===== src/ttq_pkg.sv =====
// Shared types and constants of the timed task queue.
// No dependencies.
package ttq_pkg;

   localparam int MAX_RESULTS = 16;
   localparam int RES_W       = $clog2(MAX_RESULTS);
   localparam logic [RES_W-1:0] RES_LAST = RES_W'(MAX_RESULTS - 1);

   typedef enum logic [1:0] {
      OP_SCHEDULE = 2'd0,
      OP_CANCEL   = 2'd1,
      OP_TICK     = 2'd2
   } op_type;

   localparam logic [1:0] RK_ASSIGNED = 2'd0;
   localparam logic [1:0] RK_CANCEL   = 2'd1;
   localparam logic [1:0] RK_DUE      = 2'd2;
   localparam logic [1:0] RK_FULL     = 2'd3;

   typedef struct packed {
      op_type      op;
      logic [47:0] time_val;
      logic [31:0] id;
   } cmd_type;

   typedef struct packed {
      logic    vld;
      cmd_type cmd;
   } head_type;

   typedef struct packed {
      logic [31:0] id;
      logic [47:0] due;
   } entry_type;

   typedef struct packed {
      logic        strobe;
      logic [1:0]  kind;
      logic [31:0] task_id;
      logic        found;
      logic        last;
   } rsp_type;

endpackage


===== src/ttq_ram.sv =====
// Generic single-port-write, single-port-read RAM with registered read.
// No dependencies.
module ttq_ram #(
   parameter int WIDTH = 8,
   parameter int DEPTH = 16
) (
   input  logic                     clock,
   input  logic                     wr_en,
   input  logic [$clog2(DEPTH)-1:0] wr_addr,
   input  logic [WIDTH-1:0]         wr_data,
   input  logic [$clog2(DEPTH)-1:0] rd_addr,
   output logic [WIDTH-1:0]         rd_data
);

   logic [WIDTH-1:0] mem_ff [DEPTH];
   logic [WIDTH-1:0] rd_data_ff;

   always_ff @(posedge clock) begin
      if (wr_en) begin
         mem_ff[wr_addr] <= wr_data;
      end
      rd_data_ff <= mem_ff[rd_addr];
   end

   assign rd_data = rd_data_ff;

endmodule


===== src/ttq_front.sv =====
// Front end: accepts transactions, decodes the kind, queues commands.
// Depends on ttq_pkg.
module ttq_front
   import ttq_pkg::*;
(
   input  logic        clock,
   input  logic        reset,
   input  logic        start,
   output logic        busy,
   input  logic [1:0]  req_kind,
   input  logic [47:0] req_due_time,
   input  logic [31:0] req_cancel_id,
   input  logic [47:0] req_current_time,
   input  logic        pop,
   output head_type    head
);

   cmd_type    mem_ff [2];
   cmd_type    cmd_in;
   logic       wr_ptr_ff, wr_ptr_in;
   logic       rd_ptr_ff, rd_ptr_in;
   logic [1:0] cnt_ff, cnt_in;
   logic       push;
   logic       accept;

   assign busy   = (cnt_ff == 2'd2);
   assign accept = start && !busy;

   always_comb begin
      cmd_in.op       = OP_SCHEDULE;
      cmd_in.time_val = req_due_time;
      cmd_in.id       = req_cancel_id;
      push            = 1'b0;
      case (req_kind)
         OP_SCHEDULE: begin
            push = accept;
         end
         OP_CANCEL: begin
            cmd_in.op = OP_CANCEL;
            push      = accept;
         end
         OP_TICK: begin
            cmd_in.op       = OP_TICK;
            cmd_in.time_val = req_current_time;
            push            = accept;
         end
         default: begin
            push = 1'b0;
         end
      endcase
   end

   assign head.vld = (cnt_ff != 2'd0);
   assign head.cmd = mem_ff[rd_ptr_ff];

   always_comb begin
      wr_ptr_in = push ? !wr_ptr_ff : wr_ptr_ff;
      rd_ptr_in = pop ? !rd_ptr_ff : rd_ptr_ff;
      cnt_in    = cnt_ff + {1'b0, push} - {1'b0, pop};
   end

   always_ff @(posedge clock) begin
      if (push) begin
         mem_ff[wr_ptr_ff] <= cmd_in;
      end
      if (reset) begin
         wr_ptr_ff <= 1'b0;
         rd_ptr_ff <= 1'b0;
         cnt_ff    <= 2'd0;
      end else begin
         wr_ptr_ff <= wr_ptr_in;
         rd_ptr_ff <= rd_ptr_in;
         cnt_ff    <= cnt_in;
      end
   end

endmodule


===== src/ttq_back.sv =====
// Back end: task store, schedule, cancel scan and earliest-due tick scans.
// Depends on ttq_pkg and ttq_ram.
module ttq_back
   import ttq_pkg::*;
#(
   parameter int DEPTH = 16
) (
   input  logic     clock,
   input  logic     reset,
   input  head_type head,
   output logic     pop,
   output rsp_type  rsp
);

   localparam int AW = $clog2(DEPTH);
   localparam logic [AW-1:0] LAST_IDX = AW'(DEPTH - 1);
   localparam logic [AW:0]   SCAN_END = (AW+1)'(DEPTH);
   localparam logic [AW:0]   CNT_ONE  = (AW+1)'(1);

   typedef enum logic [1:0] {
      ST_IDLE,
      ST_CANCEL,
      ST_TICK
   } state_type;

   state_type        state_ff, state_in;
   logic [DEPTH-1:0] valid_ff, valid_in;
   logic [31:0]      id_ctr_ff, id_ctr_in;
   cmd_type          cmd_ff, cmd_in;
   logic [AW:0]      scan_ff, scan_in;
   logic             pipe_vld_ff, pipe_vld_in;
   logic [AW-1:0]    pipe_idx_ff, pipe_idx_in;
   logic             found_ff, found_in;
   logic             best_vld_ff, best_vld_in;
   logic [AW-1:0]    best_idx_ff, best_idx_in;
   logic [47:0]      best_due_ff, best_due_in;
   logic [31:0]      best_id_ff, best_id_in;
   logic [AW:0]      cnt_ff, cnt_in;
   logic [RES_W-1:0] n_ff, n_in;
   rsp_type          rsp_ff, rsp_in;

   logic             free_any;
   logic [AW-1:0]    free_idx;
   logic             ram_we;
   entry_type        wr_entry;
   logic [$bits(entry_type)-1:0] rd_raw;
   entry_type        ent;
   logic             issue;
   logic             final_beat;
   logic             live;
   logic             cand;
   logic             better;
   logic             last_due;

   always_comb begin
      free_any = 1'b0;
      free_idx = '0;
      for (int i = DEPTH - 1; i >= 0; i--) begin
         if (!valid_ff[i]) begin
            free_any = 1'b1;
            free_idx = AW'(i);
         end
      end
   end

   assign wr_entry.id  = id_ctr_ff;
   assign wr_entry.due = head.cmd.time_val;

   ttq_ram #(
      .WIDTH ($bits(entry_type)),
      .DEPTH (DEPTH)
   ) u_store (
      .clock   (clock),
      .wr_en   (ram_we),
      .wr_addr (free_idx),
      .wr_data (wr_entry),
      .rd_addr (scan_ff[AW-1:0]),
      .rd_data (rd_raw)
   );

   assign ent        = entry_type'(rd_raw);
   assign issue      = (state_ff != ST_IDLE) && (scan_ff < SCAN_END);
   assign final_beat = pipe_vld_ff && (pipe_idx_ff == LAST_IDX);
   assign live       = pipe_vld_ff && valid_ff[pipe_idx_ff];
   assign cand       = live && (ent.due <= cmd_ff.time_val);
   assign better     = !best_vld_ff || (ent.due < best_due_ff) ||
                       ((ent.due == best_due_ff) && (ent.id < best_id_ff));

   always_comb begin
      state_in    = state_ff;
      valid_in    = valid_ff;
      id_ctr_in   = id_ctr_ff;
      cmd_in      = cmd_ff;
      scan_in     = scan_ff;
      pipe_vld_in = issue;
      pipe_idx_in = scan_ff[AW-1:0];
      found_in    = found_ff;
      best_vld_in = best_vld_ff;
      best_idx_in = best_idx_ff;
      best_due_in = best_due_ff;
      best_id_in  = best_id_ff;
      cnt_in      = cnt_ff;
      n_in        = n_ff;
      rsp_in      = '0;
      pop         = 1'b0;
      ram_we      = 1'b0;
      last_due    = 1'b0;

      if (issue) begin
         scan_in = scan_ff + CNT_ONE;
      end

      case (state_ff)
         ST_IDLE: begin
            if (head.vld) begin
               pop    = 1'b1;
               cmd_in = head.cmd;
               case (head.cmd.op)
                  OP_SCHEDULE: begin
                     rsp_in.strobe = 1'b1;
                     rsp_in.last   = 1'b1;
                     if (free_any) begin
                        ram_we             = 1'b1;
                        valid_in[free_idx] = 1'b1;
                        rsp_in.kind        = RK_ASSIGNED;
                        rsp_in.task_id     = id_ctr_ff;
                        id_ctr_in          = id_ctr_ff + 32'd1;
                     end else begin
                        rsp_in.kind = RK_FULL;
                     end
                  end
                  OP_CANCEL: begin
                     state_in = ST_CANCEL;
                     scan_in  = '0;
                     found_in = 1'b0;
                  end
                  OP_TICK: begin
                     state_in    = ST_TICK;
                     scan_in     = '0;
                     best_vld_in = 1'b0;
                     cnt_in      = '0;
                     n_in        = '0;
                  end
                  default: begin
                     state_in = ST_IDLE;
                  end
               endcase
            end
         end
         ST_CANCEL: begin
            if (live && (ent.id == cmd_ff.id)) begin
               valid_in[pipe_idx_ff] = 1'b0;
               found_in              = 1'b1;
            end
            if (final_beat) begin
               rsp_in.strobe  = 1'b1;
               rsp_in.kind    = RK_CANCEL;
               rsp_in.task_id = cmd_ff.id;
               rsp_in.found   = found_in;
               rsp_in.last    = 1'b1;
               state_in       = ST_IDLE;
            end
         end
         ST_TICK: begin
            if (cand) begin
               cnt_in = cnt_ff + CNT_ONE;
               if (better) begin
                  best_vld_in = 1'b1;
                  best_idx_in = pipe_idx_ff;
                  best_due_in = ent.due;
                  best_id_in  = ent.id;
               end
            end
            if (final_beat) begin
               if (best_vld_in) begin
                  last_due                = (cnt_in == CNT_ONE) || (n_ff == RES_LAST);
                  valid_in[best_idx_in]   = 1'b0;
                  rsp_in.strobe           = 1'b1;
                  rsp_in.kind             = RK_DUE;
                  rsp_in.task_id          = best_id_in;
                  rsp_in.last             = last_due;
                  if (last_due) begin
                     state_in = ST_IDLE;
                  end else begin
                     scan_in     = '0;
                     best_vld_in = 1'b0;
                     cnt_in      = '0;
                     n_in        = n_ff + RES_W'(1);
                  end
               end else begin
                  state_in = ST_IDLE;
               end
            end
         end
         default: begin
            state_in = ST_IDLE;
         end
      endcase
   end

   always_ff @(posedge clock) begin
      cmd_in_hold: begin
         cmd_ff      <= cmd_in;
         pipe_idx_ff <= pipe_idx_in;
         best_idx_ff <= best_idx_in;
         best_due_ff <= best_due_in;
         best_id_ff  <= best_id_in;
         found_ff    <= found_in;
         cnt_ff      <= cnt_in;
         n_ff        <= n_in;
         scan_ff     <= scan_in;
         rsp_ff.kind    <= rsp_in.kind;
         rsp_ff.task_id <= rsp_in.task_id;
         rsp_ff.found   <= rsp_in.found;
         rsp_ff.last    <= rsp_in.last;
      end
      if (reset) begin
         state_ff      <= ST_IDLE;
         valid_ff      <= '0;
         id_ctr_ff     <= '0;
         pipe_vld_ff   <= 1'b0;
         best_vld_ff   <= 1'b0;
         rsp_ff.strobe <= 1'b0;
      end else begin
         state_ff      <= state_in;
         valid_ff      <= valid_in;
         id_ctr_ff     <= id_ctr_in;
         pipe_vld_ff   <= pipe_vld_in;
         best_vld_ff   <= best_vld_in;
         rsp_ff.strobe <= rsp_in.strobe;
      end
   end

   assign rsp = rsp_ff;

endmodule


===== src/timed_task_queue_with_cancel_top.sv =====
// Channel   Ports                                   Handshake
// request   req_kind req_due_time req_cancel_id     start, accepted when busy is low
//           req_current_time
// response  rsp_result_kind rsp_task_id             rsp_strobe, a one-cycle strobe per result
//           rsp_cancel_found rsp_last
//
// Schedule: the result is registered once the back end takes the command. Cancel: one
// store read per cycle while the store is scanned. Tick: one scan pass per fired task
// (at least one), since the store has a single read port.
// A two-entry command queue lets up to two transactions wait; busy rises when it fills.
// Reset is synchronous: store empty, id counter zero. Results cannot be stalled.
// Top level of the timed task queue; depends on ttq_pkg, ttq_front, ttq_back.
module timed_task_queue_with_cancel_top
   import ttq_pkg::*;
#(
   parameter int DEPTH = 16
) (
   input  logic        clock,
   input  logic        reset,
   input  logic        start,
   output logic        busy,
   input  logic [1:0]  req_kind,
   input  logic [47:0] req_due_time,
   input  logic [31:0] req_cancel_id,
   input  logic [47:0] req_current_time,
   output logic        rsp_strobe,
   output logic [1:0]  rsp_result_kind,
   output logic [31:0] rsp_task_id,
   output logic        rsp_cancel_found,
   output logic        rsp_last
);

   head_type head;
   logic     pop;
   rsp_type  rsp;

   ttq_front u_front (
      .clock            (clock),
      .reset            (reset),
      .start            (start),
      .busy             (busy),
      .req_kind         (req_kind),
      .req_due_time     (req_due_time),
      .req_cancel_id    (req_cancel_id),
      .req_current_time (req_current_time),
      .pop              (pop),
      .head             (head)
   );

   ttq_back #(
      .DEPTH (DEPTH)
   ) u_back (
      .clock (clock),
      .reset (reset),
      .head  (head),
      .pop   (pop),
      .rsp   (rsp)
   );

   assign rsp_strobe       = rsp.strobe;
   assign rsp_result_kind  = rsp.kind;
   assign rsp_task_id      = rsp.task_id;
   assign rsp_cancel_found = rsp.found;
   assign rsp_last         = rsp.last;

endmodule


===== config.mk =====
export PLATFORM = sky130hd
export DESIGN_NAME = timed_task_queue_with_cancel_top
export DESIGN_NICKNAME = d
export VERILOG_FILES = /design/src/ttq_pkg.sv /design/src/ttq_ram.sv /design/src/ttq_front.sv /design/src/ttq_back.sv /design/src/timed_task_queue_with_cancel_top.sv
export SDC_FILE = /design/constraint.sdc
export NUM_CORES = 2
export LEC_CHECK = 0
export BUFFER_PORTS_ARGS = -buffer_cell sky130_fd_sc_hd__buf_2
export CAP_MARGIN = 25
export CORE_UTILIZATION = 35
export CTS_CLUSTER_DIAMETER = 100
export DETAILED_ROUTE_END_ITERATION = 10
export PLACE_DENSITY = 0.56
export REMOVE_ABC_BUFFERS = 1
export SLEW_MARGIN = 20
export SYNTH_ARGS = -nofsm -noshare
export SYNTH_HDL_FRONTEND = slang
export SYNTH_SLANG_ARGS = --single-unit

===== constraint.sdc =====
create_clock -name clock -period 9.4 [get_ports clock]
set_input_delay 1.41 -clock clock [delete_from_list [all_inputs] [get_ports clock]]
set_output_delay 1.41 -clock clock [all_outputs]
set_load 0.02 [all_outputs]

Word level (Yosys, flattened, before mapping) --
Memories as Yosys holds them, arrays and structs flattened. A register that Yosys moved wholly into a read port is not among the register bits. Cells that the tools add are included.
Word-level totals: bits in registers 276, bits in writable memories 1444, logic and storage cells 227, memories 2
Memory list:
- u_back.u_store.mem_ff | words 16, width 80, rd ports 1, clocked after Yosys merged registers in 1, write ports 1, RTL line ttq_ram.sv:15 | logic [WIDTH-1:0] mem_ff [DEPTH];
- u_front.mem_ff | words 2, width 82, rd ports 1, clocked after Yosys merged registers in 1, write ports 1, RTL line ttq_front.sv:18 | cmd_type mem_ff [2];
Cells by class: add/subtract/negate cells 6, magnitude comparators 10, eq/ne operators 24, multiplexer cells 121, bitwise operators 5, reductions and logical operators 36
Operator list (count):
- $mux 35 | 4
- $pmux 35 s3 | 1
- $mux 16 | 6
- $mux 32 | 3
- $mux 4 | 24
- $mux 5 | 13
- $eq 48x48->1 | 1
- $le 48x48->1 | 1
- $lt 48x48->1 | 1
- $mux 1 | 48
- $mux 48 | 1
- $pmux 16 s3 | 1
- $mux 37 | 1
- $add 32x1->32 const B | 1
- $and 16x16->16 | 2
- $eq 32x32->1 | 1
- $lt 32x32->1 | 1
- $not 16->16 | 2
- $pmux 5 s2 | 2
- $or 16x16->16 | 1
- $lt 4x5->1 const B | 3
- $demux 1 s4 | 3
- $ge 4x1->1 const B | 3
- $mux 2 | 6
- other kinds (32) | 72

Depth between registers and ports, before layout --
depth after elaboration 25, mapped depth 14, mapped depth without buffers 11

Cells and area by module --
From an unflattened synthesis, not the netlist that was laid out.
Unflattened totals: cells, all modules 3731, area, all modules 70596.5 um^2
Modules (own cells, without submodules):
- ttq_ram | instances 1, cells an instance 2054, area each 49422.4 um^2, sequential area each 40038.4 um^2
- ttq_back | instances 1, cells an instance 1341, area each 14371.3 um^2, sequential area each 7186.9 um^2
- ttq_front | instances 1, cells an instance 336, area each 6802.8 um^2, sequential area each 5024.8 um^2

Least setup slack after synthesis --
No wires, ideal clock.
path kind register to register, start point register u_back.state_ff[0], end point memory u_back.u_store.mem_ff[3][0] (netlist name), enable pin, arrival time 7.794 ns, data required time 8.783 ns, slack 0.990 ns, cell stages (with the launch flop) 8, period minus slack after synthesis 8.410 ns, path through dfxtp_1 -> inv_1 -> ha_1 -> clkbuf_1 -> o21a_1 -> buf_2 -> nand2_1 -> nor3_1
On the way: cells in the longest elaborated chain, start to end 4
Ends and longest elaborated chain:
- start, declared | RTL line ttq_back.sv:26 | state_type state_ff, state_in;
- start signal, assigned | RTL line ttq_back.sv:225 | state_ff <= state_in;
- $logic_not 2->1 | RTL line ttq_back.sv:113 | case (state_ff)
- $mux 1 | RTL line ttq_back.sv:113
- $mux 1 | RTL line ttq_ram.sv:19 | if (wr_en) begin
- $mux 1 (implied by the code) | RTL line ttq_ram.sv:20 | mem_ff[wr_addr] <= wr_data;
- end, declared | RTL line ttq_ram.sv:15
No other way between the ends.

Final worst setup path --
start point register u_back.best_due_ff[45], end point register u_back.best_due_ff[41], enable pin
On the way: cells in the longest elaborated chain, start to end 4, elaborated cells between the ends (all ways) 6, those cells by class 1 x order compare; 1 x eq/ne; 4 x reduce/logical
Ends and longest elaborated chain:
- start, declared | RTL line ttq_back.sv:36 | logic [47:0] best_due_ff, best_due_in;
- start signal, assigned | RTL line ttq_back.sv:206 | best_due_ff <= best_due_in;
- $lt 48x48->1 / $eq 48x48->1 (equally long branches) | RTL line ttq_back.sv:86, ttq_back.sv:87
- $logic_or 1x1->1 / $logic_and 1x1->1 (equally long branches) | RTL line ttq_back.sv:86, ttq_back.sv:87
- $logic_or 1x1->1 (*) | RTL line ttq_back.sv:86 | assign better = !best_vld_ff || (ent.due < best_due_ff) ||
- $reduce_and 3->1 (no line) (*)
Mark *: on every way between the ends. The rest lies on a longest branch, timed or not. A chain may end at the register's enable or synchronous reset.

==> run summary <==
The run finished, with violations left. The checks that failed: design-rule violations. Actual transition at the worst max-transition pin: 1.09 ns. After filler insertion, the fill cell instance count of the layout stands at 17800. Data on the critical path arrives at its endpoint at 5.99 ns. A synthesized cell averages 19.9 um^2. The tree is rooted in a clkbuf_16.

Dividing the final minimum period by the clock period gives 59.1%. The logs give 0.0249 ns for the final clock skew and 34.3% for the clock share of power. The detailed router finished its first iteration with 2688 violations.

The most used flip-flop cell after synthesis is edfxtp_1. The first detailed-routing pass ran for 8 iterations. In the post-synthesis netlist, the biggest area contributors are edfxtp_1 (69%), mux4_2 (13%), dfxtp_1 (5.2%). The number of I/O pins came out at 171.

TritonCTS built the clock tree. Most common cell in the netlist: edfxtp_1. In this run the tightest slew margin relative to its limit is 27.2%.

Of the total power, combinational logic draws 17.2%. The multi-input combinational cells in the finished layout cover a total of 17100 um^2. For this run, design rule violations remaining after detail routing come to 16. The number of nets at the end of the flow was 4078; the clock-pin slew of the registers on the worst-case setup and hold paths was 0.06 ns. Registers are responsible for 48.5% of the overall power. The net switching share of the total power works out to 26.2%. After clock tree synthesis, the setup repair step added 0 buffers. In the final routed layout, each cell accounts on average for 25.6 um. The total number of vias is 34100. For the overall power consumption, the log shows 20900 uW. Counting flops with a built-in enable in the synthesized netlist gives 1618. Setup repair after global routing left no endpoint under its margin. The total net switching power is 5480 uW, and the quantity of I/O buffers inserted on ports is 170.

The number of global-route vias before repair came out at 35300. The kind of path behind the tightest hold check is reg2reg. Setup violations remaining at the end of the flow were counted as 0. The run gives 0 as the number of max-slew violations in the final report. The worst setup path is captured at a register.

After synthesis the cells add up to 70400 um^2. The synthesized netlist contains 72 unique library cells. In this run the static leakage power is 0.0262 uW.

The first-pass GRT wire length is 248 mm. The region available for standard cell placement spans 200000 um^2. Entering global routing, the biggest net connects 124 pins.

The max-capacitance violation count came out at 0. The die is 451 um tall. The deepest level of the CTS H-tree is 4, and the sequential-to-total area share from yosys stat is 74.2%. The sum of routed wire length over all layers was 169 mm; the initial antenna violation count was 4. The synthesis-to-layout area growth is 14.7%.

For the total negative slack for setup checks, the log shows 0 ns. No sink is reached through more buffers than the 3 on the longest clock path. Die boundary width: 451 um. The worst setup path is of the reg2reg kind. After synthesis, the share of flip-flops with an asynchronous set or reset is 0%. The logs give 0 for the hold violation total from the final report and 35.2% for the effective utilization at floorplan.

Synthesis handed over a netlist of 3532 instances. The top achievable clock speed is 180 MHz. The required time of the worst setup path was 9.84 ns; the number of synthesis warnings was 0. Sorting the synthesized cells by how often they occur yields edfxtp_1 (1618), mux4_2 (403), dfxtp_1 (183). In this run, post-CTS hold repair placed 0 buffers. After global routing the overflow that remains totals 0.

Counting flops and latches in the post-synthesis netlist gives 1801. Of the cells placed in the final design, the portion with a size suffix greater than 1 is 27.4%. Cell accounting for the most synthesized area: edfxtp_1. The post-cts repair resize count is 0, and the last weighted congestion value of the routability-driven placer is 0.838. The peak fanout along the critical path is 32, and the share of the synthesized area in the top cell type is 69.0%. The count of nets left with antenna violations once routing finished came out at 0. The logs give 15400 uW for the cell internal power dissipation and 179 for the total CTS buffers. The combined global-route utilization of all metal layers is 16.7%, and the core utilization of the finished layout is 40.4%.

Power spread over the standard cell area amounts to 259 nW/um^2. Dividing the detail-routed via count by the number of cells gives 5.15. The logs give 52300 um^2 for the footprint of the flip-flops and latches and 95.4 mm for the detailed placer's ending HPWL.

For this design, the sink count on the clock tree is 1801. The worst setup path is launched from a register. The number of standard-cell rows in the floorplan came out at 164. The post-layout minimum cycle time was 5.55 ns; the area enclosed by the die boundary was 203000 um^2.

IR analysis of the VDD net gives a maximum drop of 0.000168 V. For the worst-skew pair, the clock arrives at the later sink with an insertion delay of 0.81 ns.
[layer usage]
layer	track usage, %	vias up	share of wire (%)
li1	-	14900	-
met1	22.2	18200	43
met2	28.4	835	50
met3	2.52	223	4.6
met4	4.62	2	2.2
met5	0	-	0.0065
[per-stage QoR]
stage | area (um^2) | hold slack [ns] | cells | setup WS [ns]
2_1_floorplan | 69900 | 0.408 | 3389 | -4.96
3_3_place_gp | 74800 | 0.415 | 6274 | 3.91
3_5_place_dp | 74800 | 0.418 | 6277 | 3.76
4_1_cts | 80700 | 0.432 | 6613 | 3.75
5_1_grt | 80800 | 0.448 | 6615 | 3.45
6_report | 80800 | 0.427 | 6616 | 3.85
[cell usage in the layout (no fill, tap or decap), drive strengths merged, types with 51 or more instances in the layout]
cell type,n
a21oi,78
buf,234
clkbuf,260
dfxtp,183
edfxtp,1618
ha,141
inv,191
mux2,134
mux4,403
nand2,86
nor2,86
o22ai,51
xor2,56
[final timing paths]
check                                 to  cells after the start  slack (ns)                       from
setup / recovery  u_back.best_due_ff[41]                     12        3.85     u_back.best_due_ff[45]
hold / removal     u_back.best_due_ff[0]                      0        0.43  u_back.u_store.rd_data[0]
setup reg to reg  u_back.best_due_ff[41]                     12        3.85     u_back.best_due_ff[45]
hold reg to reg    u_back.best_due_ff[0]                      0        0.43  u_back.u_store.rd_data[0]
[critical path: stages (launching register included)]
cell and delay (ns):
edfxtp_1 0.32, inv_1 0.04, ha_1 0.28, nand3_1 0.11, or3_1 0.41, nor3_1 0.78, nand4_1 0.19, a2111oi_0 0.50
a211oi_1 0.16, nor2_4 0.63, buf_4 0.57, and2_2 0.60, buf_4 0.52
[registers in the layout, indices dropped and copies added, names as in the netlist, 5 cells and up, named ones only]
name	cells
u_back.best_due_ff	48
u_back.best_id_ff	32
u_back.cmd_ff	80
u_back.cnt_ff	5
u_back.id_ctr_ff	32
u_back.rsp	37
u_back.scan_ff	5
u_back.u_store.mem_ff	1280
u_back.u_store.rd_data	80
u_back.valid_ff	16
u_front.mem_ff	164
[layout make-up]
| class | count | share of cell area, % |
|---|---|---|
| timing repair buffer | 234 | 1.88 |
| sequential | 1801 | 64.7 |
| antenna | 1 | 0.00310 |
| clock buffer | 260 | 6.28 |
| multi-input combinational | 1407 | 21.2 |
| clock inverter | 76 | 1.03 |
| tap | 2656 | 4.11 |
| inverter | 181 | 0.841 |
[power by group through the flow]
stage	clock (uW)	sequential [uW]	combinational, uW
finish	7180	10100	3600
global route	7630	10200	3960
CTS	7350	10100	3680
detailed placement	0	10300	3660
global placement	0	10300	3640
floorplan	0	10400	2930
[logic make-up after synthesis]
group           Yosys count  synth area share (%)
compound gates          275                  2.69
xor+xnor                 69                 0.858
fa+ha+maj               141                  2.50
buf+inv                 324                  1.78
flops                  1801                  74.2
mux                     574                  15.6
simple gates            348                  2.44
(Power assumes the default switching activity.)
